$ cat config.mk
export PLATFORM = sky130hd
export DESIGN_NAME = video_scroll_register_file_top
export DESIGN_NICKNAME = d
export VERILOG_FILES = /design/src/rtl/vsr_pkg.sv /design/src/rtl/vsr_sprite_mem.sv /design/src/rtl/vsr_regs.sv /design/src/rtl/video_scroll_register_file_top.sv
export SDC_FILE = /design/constraint.sdc
export NUM_CORES = 2
export LEC_CHECK = 0
export ABC_AREA = 1
export BUFFER_PORTS_ARGS = -buffer_cell sky130_fd_sc_hd__buf_2
export CAP_MARGIN = 20
export CELL_PAD_IN_SITES_DETAIL_PLACEMENT = 1
export CELL_PAD_IN_SITES_GLOBAL_PLACEMENT = 1
export CORE_MARGIN = 3
export CORE_UTILIZATION = 45
export CTS_BUF_LIST = sky130_fd_sc_hd__clkbuf_16
export CTS_CLUSTER_SIZE = 20
export DETAILED_ROUTE_END_ITERATION = 16
export PLACE_DENSITY_LB_ADDON = 0.1
export SYNTH_ARGS = -nofsm -noshare
export SYNTH_HDL_FRONTEND = slang
export SYNTH_SLANG_ARGS = --single-unit
$ cat constraint.sdc
create_clock -name clk -period 18.75 [get_ports clk]
set_input_delay 0.9375 -clock clk [delete_from_list [all_inputs] [get_ports clk]]
set_output_delay 0.9375 -clock clk [all_outputs]
set_load 0.02 [all_outputs]
$ cat src/rtl/vsr_pkg.sv
// Shared types and codes for the video scroll register file.
package vsr_pkg;

	// Request codes.
	localparam logic [3:0] REQ_REG_WRITE = 4'd0;
	localparam logic [3:0] REQ_REG_READ  = 4'd1;
	localparam logic [3:0] REQ_STEP_X    = 4'd2;
	localparam logic [3:0] REQ_STEP_Y    = 4'd3;
	localparam logic [3:0] REQ_COPY_HORZ = 4'd4;
	localparam logic [3:0] REQ_COPY_VERT = 4'd5;
	localparam logic [3:0] REQ_SET_VBL   = 4'd6;
	localparam logic [3:0] REQ_SET_HIT   = 4'd7;
	localparam logic [3:0] REQ_SET_OVF   = 4'd8;
	localparam logic [3:0] REQ_CLR_FLAGS = 4'd9;

	// Register indexes.
	localparam logic [2:0] REG_CTRL     = 3'd0;
	localparam logic [2:0] REG_MASK     = 3'd1;
	localparam logic [2:0] REG_STATUS   = 3'd2;
	localparam logic [2:0] REG_SPR_ADDR = 3'd3;
	localparam logic [2:0] REG_SPR_DATA = 3'd4;
	localparam logic [2:0] REG_SCROLL   = 3'd5;
	localparam logic [2:0] REG_ADDR     = 3'd6;
	localparam logic [2:0] REG_DATA     = 3'd7;

	// Sprite store geometry.
	localparam int SPRITE_STORE_BYTES = 256;
	localparam int SPR_AW = $clog2(SPRITE_STORE_BYTES);

	// Palette region threshold for unbuffered data reads.
	localparam logic [15:0] PALETTE_BASE = 16'h3F00;
	localparam logic [4:0]  ROW_LAST_VISIBLE = 5'd29;
	localparam logic [4:0]  ROW_LAST = 5'd31;

	typedef struct packed {
		logic [3:0] req_type;
		logic [2:0] reg_select;
		logic [7:0] write_data;
		logic [7:0] vram_byte;
	} req_t;

	typedef struct packed {
		logic [7:0]  read_data;
		logic        mem_write_enable;
		logic [15:0] mem_write_address;
		logic [7:0]  mem_write_byte;
		logic [15:0] vram_address;
		logic [7:0]  control_value;
		logic [7:0]  mask_value;
		logic [2:0]  fine_scroll_x;
		logic [7:0]  status_value;
	} rsp_t;

	// Sprite store port controls.
	typedef struct packed {
		logic              wr_en;
		logic [SPR_AW-1:0] wr_addr;
		logic [7:0]        wr_data;
		logic [SPR_AW-1:0] rd_addr;
	} spr_ctl_t;

endpackage

$ cat src/rtl/vsr_sprite_mem.sv
// Sprite store: 256-byte memory with per-entry valid bits and registered read.
module vsr_sprite_mem (
	input  logic              clk,
	input  logic              arst_n,
	input  vsr_pkg::spr_ctl_t ctl,
	output logic [7:0]        rd_byte
);

	logic [7:0]                           mem [vsr_pkg::SPRITE_STORE_BYTES];
	logic [vsr_pkg::SPRITE_STORE_BYTES-1:0] valid_q;
	logic [7:0]                           rd_data_q;
	logic                                 rd_valid_q;

	always_ff @(posedge clk) begin
		if (ctl.wr_en) begin
			mem[ctl.wr_addr] <= ctl.wr_data;
		end
		rd_data_q <= mem[ctl.rd_addr];
	end

	// Entries never written read as zero, matching the cleared store after reset.
	always_ff @(posedge clk or negedge arst_n) begin
		if (!arst_n) begin
			valid_q    <= '0;
			rd_valid_q <= 1'b0;
		end else begin
			if (ctl.wr_en) begin
				valid_q[ctl.wr_addr] <= 1'b1;
			end
			rd_valid_q <= valid_q[ctl.rd_addr];
		end
	end

	assign rd_byte = rd_valid_q ? rd_data_q : 8'h00;

endmodule

$ cat src/rtl/vsr_regs.sv
// Architectural registers and the single-pass update for one request.
module vsr_regs (
	input  logic              clk,
	input  logic              arst_n,
	input  logic              commit,
	input  vsr_pkg::req_t     req,
	input  logic [7:0]        spr_rd_byte,
	output vsr_pkg::rsp_t     rsp,
	output vsr_pkg::spr_ctl_t spr_ctl
);

	logic [7:0]                  control_q, control_d;
	logic [7:0]                  mask_q, mask_d;
	logic [2:0]                  status_q, status_d;
	logic [vsr_pkg::SPR_AW-1:0]  spr_addr_q, spr_addr_d;
	logic [15:0]                 cur_addr_q, cur_addr_d;
	logic [14:0]                 tmp_addr_q, tmp_addr_d;
	logic [2:0]                  fine_x_q, fine_x_d;
	logic                        toggle_q, toggle_d;
	logic [7:0]                  rbuf_q, rbuf_d;

	always_comb begin
		logic [15:0] incr;
		logic [7:0]  d;
		logic [4:0]  row;

		control_d  = control_q;
		mask_d     = mask_q;
		status_d   = status_q;
		spr_addr_d = spr_addr_q;
		cur_addr_d = cur_addr_q;
		tmp_addr_d = tmp_addr_q;
		fine_x_d   = fine_x_q;
		toggle_d   = toggle_q;
		rbuf_d     = rbuf_q;
		incr       = control_q[2] ? 16'd32 : 16'd1;
		d          = req.write_data;
		row        = cur_addr_q[9:5];

		rsp = '0;
		spr_ctl = '0;

		unique case (req.req_type)
			vsr_pkg::REQ_REG_WRITE: begin
				unique case (req.reg_select)
					vsr_pkg::REG_CTRL: begin
						control_d = d;
						tmp_addr_d[11:10] = d[1:0];
					end
					vsr_pkg::REG_MASK: mask_d = d;
					vsr_pkg::REG_SPR_ADDR: spr_addr_d = d[vsr_pkg::SPR_AW-1:0];
					vsr_pkg::REG_SPR_DATA: begin
						spr_ctl.wr_en   = 1'b1;
						spr_ctl.wr_addr = spr_addr_q;
						spr_ctl.wr_data = d;
						spr_addr_d      = spr_addr_q + vsr_pkg::SPR_AW'(1);
					end
					vsr_pkg::REG_SCROLL: begin
						if (toggle_q) begin
							tmp_addr_d[14:12] = d[2:0];
							tmp_addr_d[9:5]   = d[7:3];
							toggle_d          = 1'b0;
						end else begin
							tmp_addr_d[4:0] = d[7:3];
							fine_x_d        = d[2:0];
							toggle_d        = 1'b1;
						end
					end
					vsr_pkg::REG_ADDR: begin
						if (toggle_q) begin
							tmp_addr_d[7:0] = d;
							cur_addr_d      = {1'b0, tmp_addr_q[14:8], d};
							toggle_d        = 1'b0;
						end else begin
							tmp_addr_d[14]   = 1'b0;
							tmp_addr_d[13:8] = d[5:0];
							toggle_d         = 1'b1;
						end
					end
					vsr_pkg::REG_DATA: begin
						rsp.mem_write_enable  = 1'b1;
						rsp.mem_write_address = cur_addr_q;
						rsp.mem_write_byte    = d;
						cur_addr_d            = cur_addr_q + incr;
					end
					default: ;
				endcase
			end
			vsr_pkg::REQ_REG_READ: begin
				unique case (req.reg_select)
					vsr_pkg::REG_STATUS: begin
						rsp.read_data = {status_q, 5'b0};
						toggle_d      = 1'b0;
						status_d[2]   = 1'b0;
					end
					vsr_pkg::REG_SPR_DATA: rsp.read_data = spr_rd_byte;
					vsr_pkg::REG_DATA: begin
						// Palette reads bypass the buffer but still refill it.
						rsp.read_data = (cur_addr_q >= vsr_pkg::PALETTE_BASE) ?
							req.vram_byte : rbuf_q;
						rbuf_d        = req.vram_byte;
						cur_addr_d    = cur_addr_q + incr;
					end
					default: ;
				endcase
			end
			vsr_pkg::REQ_STEP_X: begin
				if (cur_addr_q[4:0] == 5'h1F) begin
					cur_addr_d[4:0] = 5'h00;
					cur_addr_d[10]  = ~cur_addr_q[10];
				end else begin
					cur_addr_d = cur_addr_q + 16'd1;
				end
			end
			vsr_pkg::REQ_STEP_Y: begin
				if (cur_addr_q[14:12] != 3'h7) begin
					cur_addr_d[14:12] = cur_addr_q[14:12] + 3'd1;
				end else begin
					cur_addr_d[14:12] = 3'h0;
					if (row == vsr_pkg::ROW_LAST_VISIBLE) begin
						cur_addr_d[9:5] = 5'd0;
						cur_addr_d[11]  = ~cur_addr_q[11];
					end else if (row == vsr_pkg::ROW_LAST) begin
						cur_addr_d[9:5] = 5'd0;
					end else begin
						cur_addr_d[9:5] = row + 5'd1;
					end
				end
			end
			vsr_pkg::REQ_COPY_HORZ: begin
				cur_addr_d[10]  = tmp_addr_q[10];
				cur_addr_d[4:0] = tmp_addr_q[4:0];
			end
			vsr_pkg::REQ_COPY_VERT: begin
				cur_addr_d[14:11] = tmp_addr_q[14:11];
				cur_addr_d[9:5]   = tmp_addr_q[9:5];
			end
			vsr_pkg::REQ_SET_VBL:   status_d[2] = 1'b1;
			vsr_pkg::REQ_SET_HIT:   status_d[1] = 1'b1;
			vsr_pkg::REQ_SET_OVF:   status_d[0] = 1'b1;
			vsr_pkg::REQ_CLR_FLAGS: status_d = 3'b000;
			default: ;
		endcase

		rsp.vram_address  = cur_addr_d;
		rsp.control_value = control_d;
		rsp.mask_value    = mask_d;
		rsp.fine_scroll_x = fine_x_d;
		rsp.status_value  = {status_d, 5'b0};

		// The sprite read port looks ahead to the address the next request will see.
		spr_ctl.rd_addr = commit ? spr_addr_d : spr_addr_q;
		spr_ctl.wr_en   = spr_ctl.wr_en & commit;
	end

	always_ff @(posedge clk or negedge arst_n) begin
		if (!arst_n) begin
			control_q  <= '0;
			mask_q     <= '0;
			status_q   <= '0;
			spr_addr_q <= '0;
			cur_addr_q <= '0;
			tmp_addr_q <= '0;
			fine_x_q   <= '0;
			toggle_q   <= 1'b0;
			rbuf_q     <= '0;
		end else if (commit) begin
			control_q  <= control_d;
			mask_q     <= mask_d;
			status_q   <= status_d;
			spr_addr_q <= spr_addr_d;
			cur_addr_q <= cur_addr_d;
			tmp_addr_q <= tmp_addr_d;
			fine_x_q   <= fine_x_d;
			toggle_q   <= toggle_d;
			rbuf_q     <= rbuf_d;
		end
	end

endmodule

$ cat src/rtl/video_scroll_register_file_top.sv
// Top level of the video scroll register file: input register, update logic, result register.
// One request (bus access or render event) is taken per clock unless the output stalls; each
// gives exactly one result. A transfer on req lands in an input register; once it can advance,
// the whole update is done in one pass and the result is loaded into the output register, so
// the block sustains one request per cycle while rsp_ready stays high. req_ready follows
// rsp_ready combinationally when both registers are full. The 256-byte sprite store sits in a
// memory with registered read, read one address ahead; a valid bit per byte makes
// never-written bytes read as zero, so no clearing pass is needed.
module video_scroll_register_file_top (
	input  logic          clk,
	input  logic          arst_n,
	input  logic          req_valid,
	output logic          req_ready,
	input  vsr_pkg::req_t req,
	output logic          rsp_valid,
	input  logic          rsp_ready,
	output vsr_pkg::rsp_t rsp
);

	logic              valid_s1;
	vsr_pkg::req_t     req_s1;
	logic              valid_s2;
	vsr_pkg::rsp_t     rsp_s2;
	logic              advance;
	vsr_pkg::rsp_t     rsp_comb;
	vsr_pkg::spr_ctl_t spr_ctl;
	logic [7:0]        spr_rd_byte;

	assign advance   = valid_s1 && (!valid_s2 || rsp_ready);
	assign req_ready = !valid_s1 || advance;

	always_ff @(posedge clk or negedge arst_n) begin
		if (!arst_n) begin
			valid_s1 <= 1'b0;
			valid_s2 <= 1'b0;
		end else begin
			if (req_ready) begin
				valid_s1 <= req_valid;
			end
			if (advance) begin
				valid_s2 <= 1'b1;
			end else if (rsp_ready) begin
				valid_s2 <= 1'b0;
			end
		end
	end

	always_ff @(posedge clk) begin
		if (req_valid && req_ready) begin
			req_s1 <= req;
		end
		if (advance) begin
			rsp_s2 <= rsp_comb;
		end
	end

	vsr_regs u_regs (
		.clk        (clk),
		.arst_n     (arst_n),
		.commit     (advance),
		.req        (req_s1),
		.spr_rd_byte(spr_rd_byte),
		.rsp        (rsp_comb),
		.spr_ctl    (spr_ctl)
	);

	vsr_sprite_mem u_sprite_mem (
		.clk    (clk),
		.arst_n (arst_n),
		.ctl    (spr_ctl),
		.rd_byte(spr_rd_byte)
	);

	assign rsp_valid = valid_s2;
	assign rsp       = rsp_s2;

	// A stalled request must not be dropped from the input register.
	assert property (@(posedge clk) disable iff (!arst_n)
		(valid_s1 && !advance) |=> valid_s1)
		else $error("input register lost a stalled request");

	// A memory write transfer never returns read data.
	assert property (@(posedge clk) disable iff (!arst_n)
		(rsp_valid && rsp.mem_write_enable) |-> (rsp.read_data == 8'h00))
		else $error("memory write result carries read data");

	// Sprite store writes happen only when a request is committed.
	assert property (@(posedge clk) disable iff (!arst_n)
		spr_ctl.wr_en |-> advance)
		else $error("sprite store written without a committed request");

endmodule
### Word-level counts from Yosys, hierarchy flattened

Memory sizes are Yosys's and may differ from the RTL's. A register that Yosys moved wholly into a read port is not among the register bits.
Index checks and enable logic that the tools add are counted.

* bits of input ports: 27
* output and inout port bits: 78
* RAM bits: 2048
* register bits: 423
* memories: 1
* word-level logic and storage cells: 149

* eq/ne operators: 26
* reduce and logical (&&, ||, !) cells: 21
* add/sub/neg operators: 5
* mux-type cells: 59
* bitwise gates (word level): 4
* magnitude comparators: 4

Memories
* u_sprite_mem.mem: depth 256, bits a word 8, read ports 1, clocked after memory_dff 1, wr ports 1, line vsr_sprite_mem.sv:9 `logic [7:0] mem [vsr_pkg::SPRITE_STORE_BYTES];`

Operators with widths (number)
* $or 256x256->256: 1
* $mux 8: 9
* $mux 5: 8
* $mux 17: 2
* $mux 16: 2
* $pmux 16 s2: 1
* $mux 25: 1
* $pmux 5 s5: 1
* $pmux 8 s3: 1
* $pmux 10 s2: 1
* $pmux 4 s5: 1
* $pmux 5 s4: 1
* $lt 8x9->1 const B: 2
* $add 16x1->16 const B: 1
* $add 16x16->16: 1
* $eq 4x3->1 const B: 4
* $ge 16x14->1 const B: 1
* $pmux 8 s2: 1
* $eq 5x5->1 const B: 3
* $mux 3: 5
* $reduce_and 5->1: 3
* $mux 1: 13
* $eq 3x3->1 const B: 4
* $add 8x1->8 const B: 1
* other kinds (32): 51

### Longest topological paths before layout

* depth in word-level cells: 8
* gate-level depth with buffers: 20
* gate-level depth less buffers: 18

### By module

Synthesis repeated with hierarchy kept, for this count alone.

* cell total of the unflattened synthesis: 9140
* area total of the unflattened synthesis: 103372.9 um2

Modules (own cells, without submodules)
* vsr_sprite_mem: seq. area each 68090.3 um2, area each 94489.4 um2, cells each 8101, times used 1
* vsr_regs: seq. area each 1751.7 um2, area each 5815.6 um2, cells each 928, times used 1
* video_scroll_register_file_top: seq. area each 3022.9 um2, area each 3067.9 um2, cells each 111, times used 1

### Worst setup path before layout

OpenSTA, ideal clock, no wires.

* path type: reg-to-reg
* start point: register req_s1[16] in the netlist's numbering
* end point: memory u_sprite_mem.mem[0][0] (data pin)
* path buffers: 2
* clock period less this slack: 8.600 ns
* required time: 17.357 ns
* cell stages (with the launch flop): 8
* setup time: 1.393 ns
* arrival time: 7.206 ns
* setup slack: 10.150 ns
* cells stage by stage: edfxtp_1 > buf_2 > nor2_2 > nand2_2 > nor2_2 > inv_1 > clkbuf_1 > nor2_1

RTL lines
* from (decl): line video_scroll_register_file_top.sv:21 `vsr_pkg::req_t req_s1;`
* from (signal assigned): line video_scroll_register_file_top.sv:50 `req_s1 <= req;`
* to (decl): line vsr_sprite_mem.sv:9

### Worst setup path after layout

* start point: register req_s1[21] in the netlist's numbering
* end point: register u_sprite_mem.rd_data_q[7] (read register of u_sprite_mem.mem)

* word-level cells in the longest chain between the ends: 3

Ends and longest elaborated chain
* $logic_not 4->1: line vsr_regs.sv:43 `unique case (req.req_type)`
* $mux 8: line vsr_regs.sv:43
* $mux 8
* to (decl): line vsr_sprite_mem.sv:11 `logic [7:0] rd_data_q;`

Every way passes these cells.
A chain may end at the register's enable or synchronous reset.

==> impl_metrics.ini <==
[global_route]
grt_antenna_before_repair = 23
grtUsageTotal = 0.2856
grt_pass1_vias = 79990
overflow = 0
grt_max_degree = 208
grt_first_pass_wirelength_um = 535900

[cts]
cts_tree = yes
cts_sinks = 2479
ctsHoldBuffers = 0
post_cts_resized = 0
cts_buffers = 290
clk_latency_ps = 940
cts_max_level = 5
clockRootBuffer = clkbuf_16
clk_pin_slew_ps = 60
cts_setup_buffers = 0
max-clock-path-buffers = 4

[synth]
synth_compound_area_frac = 0.03202
synth_top_family_by_area = simple AND/OR/NAND/NOR gates
async_reset_ff_frac = 0.1327
synth_area_per_cell_um2 = 10.58
mappedNetlistArea_um2 = 109100
yosysUniqueCellTypes = 52
synthFlopType = edfxtp_1
synth-simple-area-share = 0.2269
synth_xor_area_frac = 0.0003210
synth_mux_area_frac = 0.0001032
synthAdderAreaFrac = 0.001376
postSynthCellCount = 10310
ys_ff_latch = 2479
ys_warn_count = 0
ys_seq_area_frac = 0.6663
synth_edf_count = 2142

[timing]
hold_violations = 0
setup_viol = 0
slew_violations = 0
worst_pin_slew_ps = 1122
maxSlewHeadroom = 0.2492
finalCriticalPeriod_ps = 6512
worst_slack_ps = 12240
fmaxAchievable_mhz = 153.6
fin_worst_skew_ps = 63.34
rsz0062_at_grt = false
timing.final.crit_share = 0.3473
setup_tns_ps = 0
worst_hold_slack_ps = 23.51

[placement]
portBuffers = 99
pre_cts_ws_ps = 11340
place_congestion = 0.8810
dp_hpwl_um = 202900

[floorplan]
die_y_um = 498.5
die_area_um2 = 248500
die_x_um = 498.5
core_um2 = 241000
initial_core_util = 0.4529
fp-row-count = 180
ios = 105

[layout]
drive_gt1_frac = 0.06884
final_core_util = 0.5011
final_common_cell = nand2_1
synthToLayoutAreaGrowth_pct = 10.64
final_cell_mix = 2180 x nand2_1, 2142 x edfxtp_1, 2096 x nand3_1, 1335 x inv_1, 576 x nand3b_1
nets = 10220
fillers = 25760

[power_and_ir_drop]
power_w = 0.01430
cellPowerDensity_nw_per_um2 = 118.4
ir_worst_vdd_mv = 0.08310
cellLeakagePower_nw = 48.94

[detailed_routing]
post_drt_via_cell_ratio = 5.782
routed_wl_um = 361100
drc = 0
drtPass1Iterations = 7
drt_iter0_markers = 8003
num_vias = 78520
avgRoutedWirePerCell_um = 26.59
ant_nets = 0

[setup_path]
cp-end-kind = flop
cp.required_ps = 19610
crit_type = reg -> reg
worstPathArrival_ps = 7370
critPathMaxFanout = 103
crit_path_start_kind = flop

[status]
status = finished, final reports clean

[run]
cap_violations = 0

[min_path]
min_path_type = in -> async
where the power goes:
part | internal (W) | switching [W] | total [W]
combinational | 0.000735 | 0.00221 | 0.00294
clock | 0.00299 | 0.00223 | 0.00522
sequential | 0.00602 | 0.000108 | 0.00613
routing by layer:
| metal | global-route usage | vias up | wire length [um] |
|---|---|---|---|
| met4 | 0.1014 | 8 | 12870 |
| li1 | - | 34760 | - |
| met1 | 0.4029 | 40370 | 157600 |
| met2 | 0.4539 | 2691 | 167600 |
| met5 | 0 | - | 47 |
| met3 | 0.03984 | 686 | 22940 |
stage by stage:
step,instances,area (um2)
2_1_floorplan,10320,109200
3_3_place_gp,13060,112000
3_5_place_dp,13060,112000
4_1_cts,13560,120600
5_1_grt,13570,120700
6_report,13580,120800
registers in the layout, indices dropped and copies added, names as in the netlist, 3 cells and up:
signal / count
u_sprite_mem.valid_q: 256
u_regs.mask_q: 8
u_regs.cur_addr_q: 16
u_regs.spr_addr_q: 8
u_regs.control_q: 8
u_regs.tmp_addr_q: 15
u_regs.status_q: 3
u_sprite_mem.rd_data_q: 8
u_regs.rbuf_q: 8
u_sprite_mem.mem: 2048
req_s1: 23
rsp: 71
u_regs.fine_x_q: 3
cells by family (layout without fill, tap and decap cells):
logic type | Yosys count | after routing
AND/OR/NAND/NOR | 5278 | 5278
flip-flops | 2479 | 2479
buffers and inverters | 1954 | 2025
AO/OA/AOI/OAI | 582 | 582
adder cells (fa/ha/maj) | 12 | 12
XOR/XNOR | 4 | 4
other | 1 | 13
multiplexers | 1 | 1
path summary, 6_finish.rpt:
| kind | end | startpoint | cells after the start | slack, ps |
|---|---|---|---|---|
| max | u_sprite_mem.rd_data_q[7] | req_s1[21] | 19 | 12240 |
| min | u_regs.mask_q[1] | arst_n | 1 | 20 |
| max reg2reg | u_sprite_mem.rd_data_q[7] | req_s1[21] | 19 | 12240 |
| min reg2reg | u_sprite_mem.valid_q[8] | u_sprite_mem.valid_q[8] | 2 | 460 |
| max in group asynchronous | u_sprite_mem.valid_q[41] | arst_n | 3 | 16230 |
| min in group clk | req_s1[21] | req[21] | 1 | 190 |
critical path, stage by stage (launching register included):
cell,delay [ps]
edfxtp_1,510
nor2_4,260
nand2_4,140
nor2_4,210
nand2_4,160
nand2_8,550
nand2_8,610
inv_8,880
buf_4,710
buf_4,760
nand2_1,120
nand2_1,110
nand2_1,50
nand3_1,100
nand3_1,110
nand3_1,240
nand3_1,290
nand3_1,160
nand3_1,80
nand2_1,70
synthesized netlist by cell type (27+ instances only):
cell	instances	area [um2]
edfxtp_1	2142	64320
buf_2	365	1827
o211ai_1	116	870.8
a21oi_1	27	135.1
buf_1	42	157.7
nand3b_1	576	4324
nand2_1	2196	8243
inv_1	1242	4662
nor2_1	351	1318
clkbuf_1	260	975.9
o21ai_0	362	1812
nand3_1	2099	10510
dfrtp_1	329	8233
layout make-up:
class                           instances  area, um2  area share
Multi-Input combinational cell       5882      28740      0.2380
Timing Repair Buffer                  265       1941     0.01607
Clock buffer                          297       7432     0.06155
Clock inverter                        205       1167    0.009668
Antenna cell                            8      20.02   0.0001658
Inverter                             1258       4751     0.03934
Tap cell                             3185       3985     0.03300
Sequential cell                      2479      72710      0.6022
(Power assumes the default switching activity.)
